`src/hw/rtl/chrn_pkg.sv`:
```
// Shared types, codes and constants of the hash ring node load block.
package chrn_pkg;

    localparam int KEY_W        = 64;
    localparam int SLOT_W       = 11;
    localparam int NODE_W       = 6;
    localparam int WEIGHT_W     = 32;
    localparam int LOAD_W       = 48;
    localparam int CFG_W        = 12;
    localparam int CMD_W        = 2;
    localparam int NODE_SPAN    = 2 ** NODE_W;

    localparam int RING_DEPTH_DEF = 2048;
    localparam int MAX_NODES_DEF  = 64;

    localparam logic [LOAD_W-1:0] LOAD_MAX = {LOAD_W{1'b1}};

    typedef enum logic [CMD_W-1:0] {
        CMD_WRITE  = 2'd0,
        CMD_LOOKUP = 2'd1,
        CMD_READ   = 2'd2,
        CMD_CLEAR  = 2'd3
    } cmd_t;

    typedef struct packed {
        logic [CMD_W-1:0]    cmd;
        logic [KEY_W-1:0]    key_high;
        logic [KEY_W-1:0]    key_low;
        logic [SLOT_W-1:0]   entry_slot;
        logic [NODE_W-1:0]   node_select;
        logic [WEIGHT_W-1:0] weight;
    } in_item_t;

    typedef struct packed {
        logic [NODE_W-1:0] owner_node;
        logic [LOAD_W-1:0] node_load_value;
        logic              wrapped;
        logic              load_saturated;
    } out_item_t;

    typedef struct packed {
        logic latch;
        logic srch_start;
        logic srch_step;
        logic ring_wr;
        logic ld_rd_item;
        logic ld_rd_found;
        logic commit;
        logic clr;
    } dp_ctrl_t;

    typedef struct packed {
        logic srch_done;
    } dp_stat_t;

endpackage

```
`src/hw/rtl/chrn_ctrl.sv`:
```
// Controller state machine sequencing ring writes, searches, load reads and updates, and clears.
module chrn_ctrl (
    input  logic                        clk,
    input  logic                        rst_n,
    input  logic                        in_valid,
    input  logic [chrn_pkg::CMD_W-1:0]  in_cmd,
    output logic                        in_ready,
    output logic                        out_valid,
    input  logic                        out_ready,
    input  chrn_pkg::dp_stat_t          stat,
    output chrn_pkg::dp_ctrl_t          ctrl
);

    typedef enum logic [2:0] {
        S_IDLE,
        S_WRITE,
        S_LDRD,
        S_SEARCH,
        S_OWN,
        S_COMMIT,
        S_CLEAR
    } state_t;

    state_t state_reg, state_next;
    logic   out_valid_reg, out_valid_next;
    logic   out_free;

    always_comb
    begin
        state_next     = state_reg;
        ctrl           = '0;
        out_free       = !out_valid_reg || out_ready;
        out_valid_next = out_valid_reg && !out_ready;
        case (state_reg)
            S_IDLE:
            begin
                if (in_valid)
                begin
                    ctrl.latch = 1'b1;
                    case (in_cmd)
                        chrn_pkg::CMD_WRITE:  state_next = S_WRITE;
                        chrn_pkg::CMD_LOOKUP:
                        begin
                            ctrl.srch_start = 1'b1;
                            state_next      = S_SEARCH;
                        end
                        chrn_pkg::CMD_READ:   state_next = S_LDRD;
                        default:              state_next = S_CLEAR;
                    endcase
                end
            end
            S_WRITE:
            begin
                ctrl.ring_wr = 1'b1;
                state_next   = S_LDRD;
            end
            S_LDRD:
            begin
                ctrl.ld_rd_item = 1'b1;
                state_next      = S_COMMIT;
            end
            S_SEARCH:
            begin
                ctrl.srch_step = 1'b1;
                if (stat.srch_done)
                begin
                    state_next = S_OWN;
                end
            end
            S_OWN:
            begin
                ctrl.ld_rd_found = 1'b1;
                state_next       = S_COMMIT;
            end
            S_COMMIT:
            begin
                if (out_free)
                begin
                    ctrl.commit    = 1'b1;
                    out_valid_next = 1'b1;
                    state_next     = S_IDLE;
                end
            end
            S_CLEAR:
            begin
                if (out_free)
                begin
                    ctrl.clr       = 1'b1;
                    out_valid_next = 1'b1;
                    state_next     = S_IDLE;
                end
            end
            default:
            begin
                state_next = S_IDLE;
            end
        endcase
    end

    always_ff @(posedge clk or negedge rst_n)
    begin
        if (!rst_n)
        begin
            state_reg     <= S_IDLE;
            out_valid_reg <= 1'b0;
        end
        else
        begin
            state_reg     <= state_next;
            out_valid_reg <= out_valid_next;
        end
    end

    assign in_ready  = (state_reg == S_IDLE);
    assign out_valid = out_valid_reg;

endmodule

```
`config.mk`:
```
export PLATFORM = sky130hd
export DESIGN_NAME = chrn_ctrl
export DESIGN_NICKNAME = d
export VERILOG_FILES = /design/src/hw/rtl/chrn_pkg.sv /design/src/hw/rtl/chrn_ctrl.sv
export SDC_FILE = /design/constraint.sdc
export NUM_CORES = 1
export LEC_CHECK = 0
export ABC_AREA = 1
export BUFFER_PORTS_ARGS = -buffer_cell sky130_fd_sc_hd__buf_2
export CORE_AREA = 2 2 39 41
export CTS_CLUSTER_SIZE = 16
export DETAILED_ROUTE_END_ITERATION = 12
export DIE_AREA = 0 0 41 43
export PLACE_DENSITY = 0.61
export SYNTH_ARGS = -nofsm -noshare
export SYNTH_HDL_FRONTEND = slang
export SYNTH_SLANG_ARGS = --single-unit
```
`constraint.sdc`:
```
create_clock -name clk -period 1.3 [get_ports clk]
set_input_delay 0.26 -clock clk [delete_from_list [all_inputs] [get_ports clk]]
set_output_delay 0.26 -clock clk [all_outputs]
set_load 0.02 [all_outputs]
```
==> flow_summary.yaml <==
job:
  cap_violations: 0
routing:
  drt-total-wl_mm: 1.19
  dr_total_vias: 452
  avgViaCountPerCell: 4.30
  drt_first_pass_iters: 2
  number_of_drc_violations_after_detailed_routing_iteration_0: 4
  post-route-drc-count: 0
  antenna_left: 0
  wl_per_cell_um: 11.3
clock_network:
  root_buffer: "sky130_fd_sc_hd__clkbuf_4"
  insertion_delay_ns: 0.24
  clk_pin_slew_worst_paths_ns: 0.04
  cts_sinks: 4
  cts_buffers: 3
  max-clock-path-buffers: 2
  cts_htree_levels: 1
  tritoncts_clock_tree: "built"
floorplanning:
  floorplan.rows: 14
  initial_core_util_pct: 23.8
  floorplan.die_area_sq_mm: 0.00176
  num_io_pins: 17
  floorplan.die.width_um: 41
  fp.coreArea_sq_mm: 0.00138
  die_y_um: 43
logic_synthesis:
  mappedNetlistNets: 59
  netlist_instances: 52
  synthArstFlopShare_pct: 100
  yosys_most_used_dff: "sky130_fd_sc_hd__dfrtp_1"
  synth_seq_cells: 4
  synth_enable_flop_cells: 0
  yosysSeqAreaShare_pct: 30.4
  yosys.area_share.adder_pct: 0
  synth-compound-area-share_pct: 6.84
  netlist.top_cell.by_area: "sky130_fd_sc_hd__dfrtp_1"
  yosys-mux-area-fraction_pct: 0
  count_leader_synth: "sky130_fd_sc_hd__nand2_1"
  postSynthAreaPerCell_sq_um: 6.33
  synthDominantCellAreaShare_pct: 30.4
  synth_top_family_by_area: "simple AND/OR/NAND/NOR gates"
  yosys.cell_types.count: 17
  synth.top_cells.by_area: "sky130_fd_sc_hd__dfrtp_1 (30%), sky130_fd_sc_hd__nand2_1 (16%), sky130_fd_sc_hd__nor2_1 (8.0%), sky130_fd_sc_hd__nand3_1 (6.1%), sky130_fd_sc_hd__inv_1 (5.7%)"
  synth_simple_gate_area_share_pct: 51.3
  synth_xor_area_share_pct: 0
  ys.warnings.count: 0
  mappedNetlistArea_sq_um: 329
  synth_commonest_cells: "sky130_fd_sc_hd__nand2_1 (14), sky130_fd_sc_hd__nor2_1 (7), sky130_fd_sc_hd__inv_1 (5), sky130_fd_sc_hd__dfrtp_1 (4), sky130_fd_sc_hd__nand3_1 (4)"
timing:
  final_hold_viol_count: 0
  final.min_clock_period_ns: 1.52
  setup_violators_final: 11
  worst_hold_margin_ns: 0.352
  clock_skew_ns: 0.00456
  setup_slack_ns: -0.222
  min_period_over_period_pct: 117
  maxClockFrequency_mhz: 657
  rsz0062_at_grt: "yes"
  timing_max_transition_violations_final: 0
  timing_worst_slew_pin_value_ns: 0.293
  max-slew-margin-rel_pct: 80.4
worst_setup_path:
  reg2reg_slack_ns: -0.06
  worst_setup_path_start_kind: "flip-flop"
  cp_slowest_cell: "sky130_fd_sc_hd__dfrtp_1"
  worst-endpoint-arrival_ns: 1.26
  crit_fanout: 2
  crit_path_max_incr_delay_ns: 0.41
  ordered_cell_list_for_the_critical_path: "nor2_4 -> nand2_2 -> nor2_4 -> nand2_2 -> nor2_4 -> buf_6"
  end_kind: "primary output"
  r2r_start: "state_reg[1]"
  r2r_end: "state_reg[0]"
  cp.required_ns: 1.04
  critical_path.most_common_cell: "sky130_fd_sc_hd__nor2_4"
  path_class: "flip-flop to primary output"
  worstRegToRegCells: 11
outcome:
  outcome: "complete, but fails checks"
  failed_checks: "negative setup slack"
layout:
  drive_above_1_share_pct: 67.4
  syn_to_final_growth_pct: 124
  num_antenna_cells: 0
  final_cell_area_sq_um: 736
  largest_register_ffs: 3
  seq_area_sq_um: 100
  finalNetCount: 98
  multi_input_comb_area_sq_um: 267
  finalNonFillerCells: 105
  num-fill-cells: 136
placement:
  place.port_buffers: 16
  dp_cells: 89
  globalplace.congestion: 0.817
  placed_area_sq_um: 489
  hpwlAfterDp_um: 639
grt:
  initial_antenna_violation_count: 0
  grt_pass1_vias: 352
  total_routing_resource_utilization_after_global_routing_pct: 12.3
  pin_count_of_the_biggest_net_entering_global_routing: 7
  gr-total-overflow: 0
  grt_first_pass_wirelength_mm: 1.43
power:
  p_leak_nw: 0.401
  power.total_w: 0.00190
  power_density_mw_per_mm2: 2580
  max-vdd-ir-drop_uv: 1040
hold_path:
  min_path_type: "primary input to async pin"
[repair_timing]
item,in CTS,in global routing
buffers inserted,6,6
setup endpoints to repair,9,10
pin swaps,6,8
hold endpoints to repair,4,0
resized for setup,16,18
hold buffers,1,0
[logic make-up after synthesis]
| kind of cell | Yosys count |
|---|---|
| and+or+nand+nor | 35 |
| buffers and inverters | 9 |
| DFF | 4 |
| AOI/OAI and AO/OA | 4 |
[placed cells by master (no fill, tap or decap), types with 2 or more instances in the layout]
cell                       synthesis  routed
sky130_fd_sc_hd__nand2_2           3       7
sky130_fd_sc_hd__nand2_1          14       9
sky130_fd_sc_hd__clkbuf_4          0       3
sky130_fd_sc_hd__buf_4             1      16
sky130_fd_sc_hd__nand3_4           0       2
sky130_fd_sc_hd__nand2_4           1       2
sky130_fd_sc_hd__dfrtp_1           4       4
sky130_fd_sc_hd__inv_2             3       4
sky130_fd_sc_hd__nor2_4            0       5
sky130_fd_sc_hd__inv_1             5       3
sky130_fd_sc_hd__buf_6             0       9
sky130_fd_sc_hd__nand3_1           4       2
sky130_fd_sc_hd__buf_2             0       8
sky130_fd_sc_hd__nor2_1            7       4
[through the flow]
step / util (%) / TNS (ns) / setup slack, ns
finish: 53.2 / -1.52 / -0.222
global route: 53.2 / -2.33 / -0.302
CTS: 44.1 / -1.05 / -0.173
detailed placement: 35.4 / 0 / 0.0134
global placement: 35.4 / 0 / 0.0336
floorplan: - / -0.0878 / -0.0878
[layer usage]
| layer | global-route usage, % | routed length (um) |
|---|---|---|
| met1 | 15.2 | 441 |
| met2 | 16.9 | 699 |
| met3 | 7.85 | 47 |
| met4 | 4.00 | 0 |
| met5 | 0 | 0 |
[worst max-delay path by stage]
| stage | end | cells past startpoint | startpoint | slack (ns) |
|---|---|---|---|---|
| 2_1_floorplan | ctrl[6] | 6 | state_reg[0] | -0.09 |
| 3_3_place_gp | ctrl[6] | 6 | state_reg[1] | 0.03 |
| 3_5_place_dp | ctrl[6] | 6 | state_reg[1] | 0.01 |
| 4_1_cts | ctrl[0] | 6 | state_reg[1] | -0.17 |
| 5_1_grt | ctrl[6] | 6 | state_reg[1] | -0.30 |
| 6_report | ctrl[6] | 6 | state_reg[1] | -0.22 |
[final cells by class]
cell class	instances	share of cell area, %
repair buffers	35	39.6
multi-input cells	39	36.2
flip-flops and latches	4	13.6
inverters	8	4.76
clock buffers	3	3.06
well taps	16	2.72
[worst max-delay path, delay by kind of cell (launching register included)]
kind	cells	cell delay, ns
buffers and inverters	1	0.13
flip-flops	1	0.41
AND/OR/NAND/NOR	5	0.48
[power breakdown]
part	switching, W	internal, W	leakage [nW]
Combinational	0.000756	0.000755	0.337
Sequential	0.0000508	0.000185	0.0503
Clock	0.0000520	0.000103	0.0138
(Power assumes the default switching activity.)
